--- config.mk ---
export PLATFORM = sky130hd
export DESIGN_NAME = blitter_fill_copy_pixel_engine
export DESIGN_NICKNAME = d
export VERILOG_FILES = /design/src/rtl/blit_pkg.sv /design/src/rtl/blitter_fill_copy_pixel_engine.sv
export SDC_FILE = /design/constraint.sdc
export NUM_CORES = 1
export LEC_CHECK = 0
export BUFFER_PORTS_ARGS = -buffer_cell sky130_fd_sc_hd__buf_4
export CORE_UTILIZATION = 68
export DETAILED_ROUTE_END_ITERATION = 10
export GPL_TIMING_DRIVEN = 0
export PLACE_DENSITY = 0.85
export SLEW_MARGIN = 40
export SYNTH_ARGS = -nofsm -noshare
export SYNTH_HDL_FRONTEND = slang
export SYNTH_SLANG_ARGS = --single-unit
--- constraint.sdc ---
create_clock -name i_clk -period 19.4 [get_ports i_clk]
set_input_delay 3.88 -clock i_clk [delete_from_list [all_inputs] [get_ports i_clk]]
set_output_delay 3.88 -clock i_clk [all_outputs]
set_load 0.02 [all_outputs]
--- src/rtl/blit_pkg.sv ---
// Package for the 8-bit-per-pixel fill/copy blitter.
// Holds the transaction structs, register and opcode codes, and address helpers.
// No dependencies.
package blit_pkg;

    localparam int ADDR_BITS   = 32;
    localparam int OFFSET_BITS = 32;
    localparam int DIM_BITS    = 10;

    localparam int OPC_LSB     = 2;
    localparam int MIRROR_POS  = 6;
    localparam int KEY_EN_POS  = 8;

    typedef logic [ADDR_BITS-1:0] t_addr;
    typedef logic [DIM_BITS-1:0]  t_dim;

    typedef enum logic [2:0] {
        CFG_CONTROL  = 3'd0,
        CFG_COLOR    = 3'd1,
        CFG_SIZE     = 3'd2,
        CFG_GAP      = 3'd3,
        CFG_SRC      = 3'd4,
        CFG_DST      = 3'd5,
        CFG_SRC_WIN  = 3'd6,
        CFG_DST_WIN  = 3'd7
    } t_cfg_reg;

    typedef enum logic [2:0] {
        OPC_COPY    = 3'd4,
        OPC_COPY_HP = 3'd5,
        OPC_FILL    = 3'd6,
        OPC_FILL_HP = 3'd7
    } t_opcode;

    localparam logic ACT_START = 1'b0;
    localparam logic ACT_PIXEL = 1'b1;

    typedef struct packed {
        logic       action;
        logic [7:0] source_byte;
    } t_in_item;

    typedef struct packed {
        logic [OFFSET_BITS-1:0] write_offset;
        logic [7:0]             write_byte;
        logic                   write_enable;
        logic [OFFSET_BITS-1:0] fetch_offset;
        logic                   fetch_valid;
        logic                   last;
    } t_out_item;

    function automatic t_addr ext16(input logic [15:0] v);
        t_addr r;
        r = '0;
        r[15:0] = v;
        return r;
    endfunction

    function automatic logic [OFFSET_BITS-1:0] to_offset(input t_addr a);
        logic [OFFSET_BITS-1:0] r;
        r = '0;
        r[ADDR_BITS-1:0] = a;
        return r;
    endfunction

    function automatic t_addr row_pitch(input logic [15:0] gap, input logic [1:0] lane,
                                        input t_dim width);
        logic [DIM_BITS:0] sum;
        logic [15:0]       span;
        sum  = {1'b0, width} + {{(DIM_BITS-1){1'b0}}, lane} + (DIM_BITS+1)'(3);
        span = 16'(sum[DIM_BITS:2]);
        return (ext16(gap) + ext16(span) - ext16(16'd1)) << 2;
    endfunction

endpackage

--- src/rtl/blitter_fill_copy_pixel_engine.sv ---
// Top level of the 8-bit-per-pixel fill/copy blitter with color key and mirror.
// Uses blit_pkg for transaction structs, codes and address helpers.
//
//  Channel | Direction | Handshake                   | Payload
//  --------+-----------+-----------------------------+-------------------------
//  cfg     | in        | i_cfg_valid / o_cfg_ready   | i_cfg_index, i_cfg_data
//  in      | in        | i_in_valid  / o_in_ready    | i_in_item  (t_in_item)
//  out     | out       | o_out_valid / i_out_ready   | o_out_item (t_out_item)
//
// One input transaction per cycle while o_in_ready is high; a result, if any, is
// registered at acceptance and shown from the output register in the cycle after.
// The walk counters and row addresses update in the cycle of acceptance.
// A held result blocks input only while i_out_ready is low.
// Reset clears the config registers, the walk and the output valid, not the output item; cfg is always ready.
module blitter_fill_copy_pixel_engine (
    input  logic                 i_clk,
    input  logic                 i_rst_n,
    input  logic                 i_cfg_valid,
    output logic                 o_cfg_ready,
    input  logic [2:0]           i_cfg_index,
    input  logic [31:0]          i_cfg_data,
    input  logic                 i_in_valid,
    output logic                 o_in_ready,
    input  blit_pkg::t_in_item   i_in_item,
    output logic                 o_out_valid,
    input  logic                 i_out_ready,
    output blit_pkg::t_out_item  o_out_item
);

    logic [31:0] r_ctrl, r_color, r_size, r_gap, r_src, r_dst, r_src_win, r_dst_win;

    blit_pkg::t_dim  r_row, r_col, n_row, n_col;
    blit_pkg::t_addr r_dst_row, r_src_row, n_dst_row, n_src_row;
    logic            r_running, n_running;

    logic                r_out_valid;
    blit_pkg::t_out_item r_out;

    logic [2:0]          w_opc;
    logic                w_fill, w_copy, w_mirror, w_key_en;
    blit_pkg::t_dim      w_width, w_height;
    logic [31:0]         w_src_diff, w_dst_diff;
    logic                w_col_end, w_row_end;
    logic                w_in_acc, w_emit, w_update;
    blit_pkg::t_dim      w_fetch_col;
    blit_pkg::t_addr     w_fetch_addr;
    blit_pkg::t_out_item w_res;

    assign o_cfg_ready = 1'b1;
    assign o_in_ready  = !r_out_valid || i_out_ready;
    assign o_out_valid = r_out_valid;
    assign o_out_item  = r_out;
    assign w_in_acc    = i_in_valid && o_in_ready;

    always_ff @(posedge i_clk) begin
        if (!i_rst_n) begin
            r_ctrl     <= '0;
            r_color    <= '0;
            r_size     <= '0;
            r_gap      <= '0;
            r_src      <= '0;
            r_dst      <= '0;
            r_src_win  <= '0;
            r_dst_win  <= '0;
        end else if (i_cfg_valid) begin
            unique case (blit_pkg::t_cfg_reg'(i_cfg_index))
                blit_pkg::CFG_CONTROL:  r_ctrl     <= i_cfg_data;
                blit_pkg::CFG_COLOR:    r_color    <= i_cfg_data;
                blit_pkg::CFG_SIZE:     r_size     <= i_cfg_data;
                blit_pkg::CFG_GAP:      r_gap      <= i_cfg_data;
                blit_pkg::CFG_SRC:      r_src      <= i_cfg_data;
                blit_pkg::CFG_DST:      r_dst      <= i_cfg_data;
                blit_pkg::CFG_SRC_WIN:  r_src_win  <= i_cfg_data;
                blit_pkg::CFG_DST_WIN:  r_dst_win  <= i_cfg_data;
                default: ;
            endcase
        end
    end

    assign w_opc      = r_ctrl[blit_pkg::OPC_LSB +: 3];
    assign w_mirror   = r_ctrl[blit_pkg::MIRROR_POS];
    assign w_key_en   = r_ctrl[blit_pkg::KEY_EN_POS];
    assign w_width    = r_size[blit_pkg::DIM_BITS-1:0];
    assign w_height   = r_size[16 +: blit_pkg::DIM_BITS];
    assign w_src_diff = r_src - r_src_win;
    assign w_dst_diff = r_dst - r_dst_win;
    assign w_col_end  = ({1'b0, r_col} + (blit_pkg::DIM_BITS+1)'(1)) >= {1'b0, w_width};
    assign w_row_end  = ({1'b0, r_row} + (blit_pkg::DIM_BITS+1)'(1)) >= {1'b0, w_height};

    always_comb begin
        unique case (w_opc) inside
            blit_pkg::OPC_COPY, blit_pkg::OPC_COPY_HP: begin
                w_copy = 1'b1;
                w_fill = 1'b0;
            end
            blit_pkg::OPC_FILL, blit_pkg::OPC_FILL_HP: begin
                w_copy = 1'b0;
                w_fill = 1'b1;
            end
            default: begin
                w_copy = 1'b0;
                w_fill = 1'b0;
            end
        endcase
    end

    always_comb begin
        n_row       = r_row;
        n_col       = r_col;
        n_dst_row   = r_dst_row;
        n_src_row   = r_src_row;
        n_running   = r_running;
        w_res       = '0;
        w_emit      = 1'b0;
        w_fetch_col = '0;
        if (w_copy || w_fill) begin
            if (i_in_item.action == blit_pkg::ACT_START) begin
                w_emit    = 1'b1;
                n_row     = '0;
                n_col     = '0;
                n_dst_row = w_dst_diff[blit_pkg::ADDR_BITS-1:0];
                n_src_row = w_src_diff[blit_pkg::ADDR_BITS-1:0];
                if (w_width == '0 || w_height == '0) begin
                    n_running  = 1'b0;
                    w_res.last = 1'b1;
                end else begin
                    n_running         = 1'b1;
                    w_res.fetch_valid = w_copy;
                end
            end else if (r_running) begin
                w_emit             = 1'b1;
                w_res.write_offset = blit_pkg::to_offset(r_dst_row +
                                     blit_pkg::ext16(16'(r_col)));
                if (w_fill) begin
                    w_res.write_byte   = r_color[31:24];
                    w_res.write_enable = 1'b1;
                end else begin
                    w_res.write_byte   = i_in_item.source_byte;
                    w_res.write_enable = !(w_key_en &&
                                           i_in_item.source_byte == r_color[23:16]);
                end
                if (w_col_end && w_row_end) begin
                    n_running  = 1'b0;
                    w_res.last = 1'b1;
                end else begin
                    if (w_col_end) begin
                        n_col     = '0;
                        n_row     = r_row + blit_pkg::DIM_BITS'(1);
                        n_dst_row = r_dst_row + blit_pkg::row_pitch(r_gap[31:16],
                                                                    r_dst[1:0], w_width);
                        n_src_row = r_src_row + blit_pkg::row_pitch(r_gap[15:0],
                                                                    r_src[1:0], w_width);
                    end else begin
                        n_col = r_col + blit_pkg::DIM_BITS'(1);
                    end
                    w_res.fetch_valid = w_copy;
                end
            end
            w_fetch_col = n_col;
        end
        if (w_mirror) begin
            w_fetch_addr = n_src_row + blit_pkg::ext16(16'(w_width))
                         - blit_pkg::ext16(16'd1) - blit_pkg::ext16(16'(w_fetch_col));
        end else begin
            w_fetch_addr = n_src_row + blit_pkg::ext16(16'(w_fetch_col));
        end
        if (w_res.fetch_valid) begin
            w_res.fetch_offset = blit_pkg::to_offset(w_fetch_addr);
        end
    end

    assign w_update = w_in_acc && w_emit;

    always_ff @(posedge i_clk) begin
        if (!i_rst_n) begin
            r_row     <= '0;
            r_col     <= '0;
            r_dst_row <= '0;
            r_src_row <= '0;
            r_running <= 1'b0;
        end else if (w_update) begin
            r_row     <= n_row;
            r_col     <= n_col;
            r_dst_row <= n_dst_row;
            r_src_row <= n_src_row;
            r_running <= n_running;
        end
    end

    always_ff @(posedge i_clk) begin
        if (!i_rst_n) begin
            r_out_valid <= 1'b0;
        end else if (o_in_ready) begin
            r_out_valid <= w_update;
        end
    end

    always_ff @(posedge i_clk) begin
        if (w_update) begin
            r_out <= w_res;
        end
    end

    a_last_idles: assert property (@(posedge i_clk) disable iff (!i_rst_n)
        w_update && w_res.last |=> !r_running)
        else $error("engine still running after a last result");

    a_last_no_fetch: assert property (@(posedge i_clk) disable iff (!i_rst_n)
        r_out_valid |-> !(r_out.last && r_out.fetch_valid))
        else $error("result announces a fetch on its last position");

    a_start_walk: assert property (@(posedge i_clk) disable iff (!i_rst_n)
        w_in_acc && (w_copy || w_fill) && i_in_item.action == blit_pkg::ACT_START
        && w_width != '0 && w_height != '0
        |=> r_running && r_row == '0 && r_col == '0 && r_out_valid)
        else $error("start did not reset the walk");

    a_idle_pixel_silent: assert property (@(posedge i_clk) disable iff (!i_rst_n)
        w_in_acc && !r_running && i_in_item.action == blit_pkg::ACT_PIXEL |=> !r_out_valid)
        else $error("pixel on an idle engine produced a result");

endmodule
======== After elaboration in Yosys (flattened, before gate mapping) ========
Cells that the tools add are included.
storage, ports and cells
  register bits after elaboration ......... 388
  input bits .............................. 49
cells by class
  $add $sub $neg .......................... 21
  order comparisons ....................... 2
  eq/ne operators ......................... 15
  muxes and demuxes ....................... 36
  reductions and logical operators ........ 25
operators with widths
  cell                   count
  $mux 32                10
  $add 32x10->32         3
  $mux 10                9
  $add 32x32->32         2
  $sub 32x32->32         2
  $sub 17x1->18 const B  2
  $add 16x9->17          2
  $sub 32x1->32 const B  1
  $sub 32x10->32         1
  $eq 3x3->1 const B     8
  $add 10x1->11 const B  2
  $add 10x2->11          2
  $add 11x2->11 const B  2
  $ge 11x10->1           2
  $add 10x1->10 const B  2
  $logic_not 10->1       2
  $reduce_and 2->1       9
  $mux 1                 13
  $mux 9                 1
  $eq 8x8->1             1
  $eq 3x2->1 const B     2
  $mux 2                 3
  $reduce_and 5->1       1
  $logic_and 1x1->1      4
  8 further kinds        13

======== Depth between registers and ports, before layout ========
Gate-level depths: netlist (run 1).
  word-level depth ........................ 14
  depth in mapped cells ................... 43
  depth with buffers taken out ............ 43

======== Worst setup path before layout (run 1) ========
No wires, ideal clock.
  path type ............................... input -> register
  start point ............................. in i_in_item[8] (netlist name)
  end point ............................... reg r_out, in the netlist o_out_item[31] (data pin)
  setup time .............................. 0.276 ns
  arrival ................................. 8.559 ns
  data required time ...................... 19.124 ns
  slack ................................... 10.565 ns
  stages on the path ...................... 22
  cell sequence ........................... clkbuf_1 buf_1 clkbuf_1 nand2_1 o21ai_0 a21oi_1 nor2_1 fa_1 fa_1 nand2b_1 a21oi_1 o41ai_1 a2111o_1 a311o_1 a31oi_1 a21oi_1 maj3_1 o221ai_1 a21oi_1 o21ai_1 xor2_1 a211oi_1
between the ends
  cells in the longest elaborated chain, start to end .. 6
  elaborated cells between the ends (all ways) .. 11
  classes of those cells .................. add/sub (4); mux (7)
RTL lines
  what                    RTL line                               text
  start: declaration      blitter_fill_copy_pixel_engine.sv:24   input blit_pkg::t_in_item i_in_item,
  $mux 32                 blitter_fill_copy_pixel_engine.sv:117  if (i_in_item.action == blit_pkg::ACT_START) begin
  $mux 32                 blitter_fill_copy_pixel_engine.sv:116  if (w_copy || w_fill) begin
  $add 32x10->32          blitter_fill_copy_pixel_engine.sv:162  w_fetch_addr = n_src_row + blit_pkg::ext16(16'(w_width))
  $sub 32x1->32           blitter_fill_copy_pixel_engine.sv:163  - blit_pkg::ext16(16'd1) - blit_pkg::ext16(16'(w_fetch_col));
  $sub 32x10->32          blitter_fill_copy_pixel_engine.sv:163
  $mux 32                 blitter_fill_copy_pixel_engine.sv:161  if (w_mirror) begin
  end signal: assignment  blitter_fill_copy_pixel_engine.sv:200  r_out <= w_res;
  end: declaration        blitter_fill_copy_pixel_engine.sv:37   blit_pkg::t_out_item r_out;
Several ways; a longest one is shown, not always the timed one.
A chain may end at the register's enable or synchronous reset.

======== Final worst setup path (run 1) ========
Same ends and word-level chain as after synthesis.

==> impl_results.md, run 1 <==
- Relative max-transition margin: 37.3%
- Buffers and inverters on the worst path: 4
- Detailed Place HPWL: 66400 µm
- Max-slew violations: 0
- R2R setup slack: 10060 ps
- RSZ-0062 raised after global routing: no
- Most frequent cells in the layout: nand2_1, a21oi_1, dfxtp_1, inv_1, nor2_1
- Number of setup buffers added after CTS: 0
- CTS resizes: 0
- Req. time, crit path: roughly 20000 ps
- Die width: 199 µm
- Cell taking the most area after synthesis: dfxtp_1
- # rows: 71
- CP endpoint kind: flop
- Final period utilization: 51.7%
- WP data arrival: 10320 ps
- Routed WL: 87600 µm
- Distinct cells, synth: 101
- PD cells: approximately 73 mW/mm²
- Worst r2r dst: o_out_item[31]$_SDFFCE_PN0P_
- Number of flops mapped to enable cells by yosys: 75
- Largest delay share family, worst path: compound AO/OA/AOI/OAI gates
- Worst-path clk slew: roughly 60 ps
- Critical Path Slowest Stage Cell: clkbuf_1
- Standby leakage power: 0.0119 µW
- Hold Slack: 455 ps
- Clk_lat worst skew: about 600 ps
- Startpoint type of the worst setup path: input pin
- IO Port Bufs: 122
- Largest net degree at the start of global routing: 42
- IO Count: 127
- WS Path Type: input pin to flop
- CTS H-tree depth: 2
- Max Cap Viol: 0
- Final setup viols: 0
- Die ar.: 0.0397 mm²
- Number of CTS-inserted buffers: 40
- DR WL/cell: ~21 µm
- Area delta synth->final: 11.4%
- Mapped cell area: 0.0264 mm²
- Peak supply drop: 0.0847 mV
- Non-Filler Instances: roughly 4100
- Placed cells: 4070
- Fin Setup TNS: 0 ps
- Starting density of the core: 69.7%
- Starting DRT DRC Count: 2977
- Main synth FF type: dfxtp_1
- Worst hold path depth: 2
- Die height: 199 µm
- GPL Wtd Cong: between 1 and 1.5
- CP Max Fanout: 10
- Reg2Reg Launch Point: r_size[1]$_SDFFE_PN0P_
- Final WS setup: between 9000 and 10000 ps
- Via count: 26500
- Number of global-route vias before repair: 24700
- Crit-path most repeated cell: a21oi_1
- Final Skew: 19.1 ps
- Final Power: around 2100 µW
- Yosys Warn Count: 0
- Mapped Avg Cell Area: 7.69 µm²
- Gr ovfl total: 0
- Minimum clock period: roughly 10000 ps
- Clock tree buffer depth: 3
- #FFs+latches synth: ~360
- Tot GR Track Use: 43.8%
- Core Area: 0.0379 mm²
- Synthesized Nets: 3769
- Clk root buf: clkbuf_16
- CTS tree: done
- HP Class: flop to flop
- Path length in cells of the critical path: 23
- Worst Reg-to-Reg Cells: 38
- Final ANT Viol Nets: 0
- Vias/cell: 6.39
- CP endpoint: o_out_item[31]$_SDFFCE_PN0P_
- Drt drc: 0
- Synth top area cells: dfxtp_1, ha_1, edfxtp_1, nand2_1, a21oi_1
- DRT Pass-1 Iters: 8
- FMAX: 99.7 MHz
- Slowest stage delay, CP: 600 ps
- First-pass GRT wire length: between 100000 and 150000 µm
- CTS sink cnt: 361
- Hold Buf Count CTS: 0
- Post-synth ARST share: 0%
- Worst path cell trace: buf_4, clkbuf_1, buf_1, clkbuf_1, nand2_1, o21ai_0, a21oi_1, nor2_1, fa_1, fa_1, nand2b_1, a21oi_1, o41ai_1, a2111o_1, a311o_1, a31oi_1, a21oi_1, maj3_1, o221ai_1, a21oi_1, o21ai_1, xor2_1, a211oi_1
- Endpoints failing hold: 0
- Syn Inst Count: 3435
- Worst slack, placed: ~9000 ps
- Final #Nets: 3935
- Status: finished clean
- Initial antenna violation count: 2
- Worst Tran Pin Value: 931 ps
- Crit. Startpoint: i_in_item[8]
- Seq/Total Area, Yosys: 30.2%
- Share of cells above drive strength 1: 7.00%
- Share of the synthesized area in the top cell type: 21.7%
- Commonest non-fill, non-tap cell in the layout: nand2_1
==> report_power, final <==
group / internal, µW / switching (µW) / leakage, µW / total, µW
clock: 483 / 341 / 0.000675 / 824
sequential: 773 / 7.15 / 0.00309 / 780
combinational: 200 / 342 / 0.00816 / 542
==> kinds of logic after synthesis <==
family,after synthesis,synth area share (%)
buffers and inverters,421,6.04
XOR/XNOR,225,7.46
AND/OR/NAND/NOR,1203,20.0
multiplexers,22,0.871
other,1,0.0142
AO/OA/AOI/OAI,915,21.3
adder cells (fa/ha/maj),287,14.2
flip-flops,361,30.2
==> sequential cells by signal, indices dropped and copies added, names as in the netlist, 20 cells and up <==
register    cells
o_out_item     75
r_dst          32
r_dst_row      32
r_dst_win      32
r_gap          32
r_size         20
r_src          32
r_src_row      32
r_src_win      32
==> area by class of cell <==
class,instances,area [µm²]
multi-input cells,2653,16900
fillers,2706,8480
flip-flops and latches,361,7980
clock buffers,48,1080
inverters,285,1070
repair buffers,124,956
well taps,511,639
plain buffers,136,529
clock inverters,24,324
diodes,2,5.00
==> stage by stage <==
step	area [µm²]	util, %
final	29500	77.6
after global routing	29400	77.6
after CTS	29400	77.6
after detailed placement	28000	73.9
after global placement	28000	73.8
after floorplan	26400	-
==> cells in the mapped netlist, drive strengths merged, types with 9 or more instances <==
library cell,instances
nand2,591
a21oi,441
dfxtp,286
inv,284
nor2,283
ha,264
xnor2,163
o21ai,140
clkbuf,122
edfxtp,75
nand3,65
a21o,64
nor3,64
xor2,62
a211oi,45
nand2b,43
and3,31
a31oi,27
o21bai,26
or3,24
nand4,23
nor2b,22
o211ai,22
o21a,22
fa,21
o22ai,18
mux2i,17
nor4,15
buf,14
o221ai,11
a22oi,10
and2,10
a21boi,9
==> metal layers <==
layer  vias up  track usage, %  part of all wire (%)
li1      12200               -                     -
met1     12200            56.4                    39
met5         -               0                     0
met2      1788            66.7                    42
met4         0            24.0                   5.8
met3       349            11.4                    14
==> worst min-delay path by stage <==
stage / start / endpoint
2_1_floorplan: r_color[24]$_SDFFE_PN0P_ / r_color[24]$_SDFFE_PN0P_
3_3_place_gp: r_color[28]$_SDFFE_PN0P_ / r_color[28]$_SDFFE_PN0P_
3_5_place_dp: r_gap[2]$_SDFFE_PN0P_ / r_gap[2]$_SDFFE_PN0P_
4_1_cts: r_dst_win[15]$_SDFFE_PN0P_ / r_dst_win[15]$_SDFFE_PN0P_
5_1_grt: r_dst_win[27]$_SDFFE_PN0P_ / r_dst_win[27]$_SDFFE_PN0P_
6_report: r_gap[2]$_SDFFE_PN0P_ / r_gap[2]$_SDFFE_PN0P_
==> worst min-delay path: stages (launching register included) <==
cell	delay, ps
dfxtp_1	310
nand2_1	50
a21oi_1	50
Power figures use the tool's default switching activity.
==> run 2: changes to the inputs <==
--- a/config.mk
+++ b/config.mk
@@ -5,11 +5,12 @@
 export SDC_FILE = /design/constraint.sdc
 export NUM_CORES = 1
 export LEC_CHECK = 0
+export ABC_AREA = 1
 export BUFFER_PORTS_ARGS = -buffer_cell sky130_fd_sc_hd__buf_4
-export CORE_UTILIZATION = 68
+export CORE_UTILIZATION = 63
 export DETAILED_ROUTE_END_ITERATION = 10
 export GPL_TIMING_DRIVEN = 0
-export PLACE_DENSITY = 0.85
+export PLACE_DENSITY = 0.79
 export SLEW_MARGIN = 40
 export SYNTH_ARGS = -nofsm -noshare
 export SYNTH_HDL_FRONTEND = slang
==> constraint.sdc (replaced) <==
create_clock -name i_clk -period 9.7 [get_ports i_clk]
set_input_delay 1.94 -clock i_clk [delete_from_list [all_inputs] [get_ports i_clk]]
set_output_delay 1.94 -clock i_clk [all_outputs]
set_load 0.02 [all_outputs]
==> impl_results.md, run 2 <==
- Status: finished clean
- FMAX: 119 MHz
- Peak supply drop: 0.148 mV
- Highest metal used: met5
- Main synth FF type: dfxtp_1
- WL met1: 38600 µm
- Synthesized Nets: between 4000 and 5000
- RSZ-0062 raised after global routing: no
- Largest net degree at the start of global routing: 30
- Worst r2r dst: o_out_item[33]$_SDFFCE_PN0P_
- CTS resizes: 0
- Number of setup buffers added after CTS: 0
- DR WL/cell: 19.5 µm
- Fin Setup TNS: 0 ps
- Die ar.: 0.0439 mm²
- Worst-path clk slew: 60 ps
- R2R setup slack: approximately 1300 ps
- WS Path Type: flop to flop
- CP Max Fanout: 5
- Met2 WL: 37400 µm
- Standby leakage power: 0.0142 µW
- Detailed Place HPWL: between 70000 and 80000 µm
- CTS sink cnt: 361
- Startpoint type of the worst setup path: flop
- Routed WL: 90200 µm
- Mapped cell area: between 0.02 and 0.03 mm²
- Share of the synthesized area in the top cell type: 21.1%
- GPL Wtd Cong: around 0.99
- Sw frac: between 30% and 40%
- Commonest non-fill, non-tap cell in the layout: inv_1
- Number of CTS-inserted buffers: 41
- Sequential group share of total power: 34.8%
- Worst Tran Pin Value: between 900 and 1000 ps
- Hold Buf Count CTS: 0
- Slowest stage delay, CP: roughly 650 ps
- Hold path start: r_dst_win[19]$_SDFFE_PN0P_
- Starting DRT DRC Count: 3370
- Most frequent cell after synthesis: inv_1
- PD cells: 151 mW/mm²
- Core Area: 0.0422 mm²
- Number of global-route vias before repair: 24600
- Tot GR Track Use: about two fifths
- Gr ovfl total: 0
- Critical Path Slowest Stage Cell: o31ai_1
- Max-slew violations: 0
- Largest delay share family, worst path: compound AO/OA/AOI/OAI gates
- Final setup viols: 0
- Final period utilization: between 80% and 90%
- First-pass GRT wire length: 136000 µm
- Buffers and inverters on the worst path: 5
- Crit-path most repeated cell: nand2_1
- Synth top area cells: dfxtp_1, ha_1, a21oi_1, o21ai_0, edfxtp_1
- Mapped Avg Cell Area: 6.96 µm²
- WL met3: 11100 µm
- Worst Reg-to-Reg Cells: 40
- End of the worst hold path: r_dst_win[19]$_SDFFE_PN0P_
- IO Port Bufs: ~120
- Cell taking the most area after synthesis: dfxtp_1
- Clock share of power: 35.0%
- Diode count: 0
- Initial antenna violation count: 3
- CTS H-tree depth: 2
- CTS tree: done
- Max reg flops: between 70 and 80
- Max Cap Viol: 0
- Syn Inst Count: roughly 3900
- Share of cells above drive strength 1: 6.86%
- HP Class: flop to flop
- Distinct cells, synth: 68
- IO Count: 127
- Final #Nets: 4401
- Via count: 27600
- # rows: 75
- Endpoints failing hold: 0
- Number of flops mapped to enable cells by yosys: 75
- Most frequent cells in the layout: inv_1, nand2_1, a21oi_1, o21ai_0, nor2_1
- Hold Slack: roughly 460 ps
- Drt drc: 0
- Reg2Reg Launch Point: r_size[1]$_SDFFE_PN0P_
- #FFs+latches synth: 361
- Final Skew: around 31 ps
- Clk_lat worst skew: 610 ps
- Seq/Total Area, Yosys: 29.4%
- Die width: 209 µm
- Ranking of synthesized cells by instance count: inv_1, nand2_1, a21oi_1, o21ai_0, nor2_1
- Starting density of the core: 64.2%
- Minimum clock period: 8390 ps
- Clk root buf: clkbuf_16
- CP endpoint kind: flop
- Clock tree buffer depth: 3
- Yosys Warn Count: 0
- Internal power: 2910 µW
- Req. time, crit path: 10100 ps
- Vias/cell: 5.95
- Worst hold path depth: 2
- DRT Pass-1 Iters: 7
- Final ANT Viol Nets: 0
- Area delta synth->final: 11.2%
- WP data arrival: 8800 ps
- Switch Pwr: 1650 µW
- Die height: 209 µm
- Relative max-transition margin: between 30% and 40%
- Combinational share of power: between 30% and 40%
- Post-synth ARST share: 0%
run 2: cell count changes after synthesis, sizes merged, moves of 22 or more:
cell | before | now
a211oi | 45 | 11
a21o | 64 | 15
a21oi | 441 | 524
and3 | 31 | 0
inv | 284 | 601
nand2 | 591 | 544
nand2b | 43 | 0
nand3 | 65 | 124
nor2 | 283 | 440
nor2b | 22 | 0
nor3 | 64 | 34
o21ai | 140 | 489
or3 | 24 | 0
xnor2 | 163 | 47
run 2: tightest hold or removal path, stage by stage (launching register included):
cell and delay (ps):
dfxtp_1 290, inv_1 60, a21oi_1 60
run 2: layout make-up:
class	count	area [µm²]
fill	3706	12100
inverter	606	2280
multi-input combinational	2809	16400
timing repair buffer	127	1010
clock inverter	14	171
tap	539	674
sequential	361	7980
clock buffer	60	1170
buffer	121	490
run 2: worst max path at each step:
stage                                 from                           end  cells after the start
detailed placement  r_size[1]$_SDFFE_PN0P_  o_out_item[33]$_SDFFCE_PN0P_                     49
CTS                 r_size[1]$_SDFFE_PN0P_  o_out_item[33]$_SDFFCE_PN0P_                     41
global placement    r_size[1]$_SDFFE_PN0P_  o_out_item[33]$_SDFFCE_PN0P_                     49
floorplan           r_size[1]$_SDFFE_PN0P_  o_out_item[33]$_SDFFCE_PN0P_                     50
global route        r_size[1]$_SDFFE_PN0P_  o_out_item[33]$_SDFFCE_PN0P_                     51
finish              r_size[1]$_SDFFE_PN0P_  o_out_item[33]$_SDFFCE_PN0P_                     40
run 2: metrics by stage:
stage | total power [µW] | std cells | utilization (%) | setup WS, ps | cell area, µm²
after global routing | 4740 | 4637 | 71.4 | 824 | 30100
final | 4550 | 4637 | 71.4 | 1310 | 30100
after global placement | 2920 | 4560 | 68.0 | 1700 | 28700
after detailed placement | 2940 | 4563 | 68.2 | 1690 | 28800
after CTS | 4500 | 4637 | 71.4 | 1600 | 30100
after floorplan | 2570 | 3897 | - | 3240 | 27100
run 2: power groups by stage:
stage	logic (µW)	registers [µW]	clock network, µW
global placement	1310	1620	0
global route	1510	1590	1640
floorplan	961	1610	0
CTS	1330	1580	1590
finish	1380	1590	1590
detailed placement	1320	1620	0
run 2: cell families after synthesis:
group	share of synthesized area (%)
compound gates	23.9
flops	29.4
xor+xnor	3.78
fa+ha+maj	13.7
simple gates	18.9
other cells	0.0138
buf+inv	10.2
run 2: per-layer routing:
metal / up-vias / track usage (%)
li1: 13400 / -
met3: 188 / 7.65
met1: 12600 / 57.5
met4: 4 / 13.9
met2: 1436 / 60.2
met5: - / 0
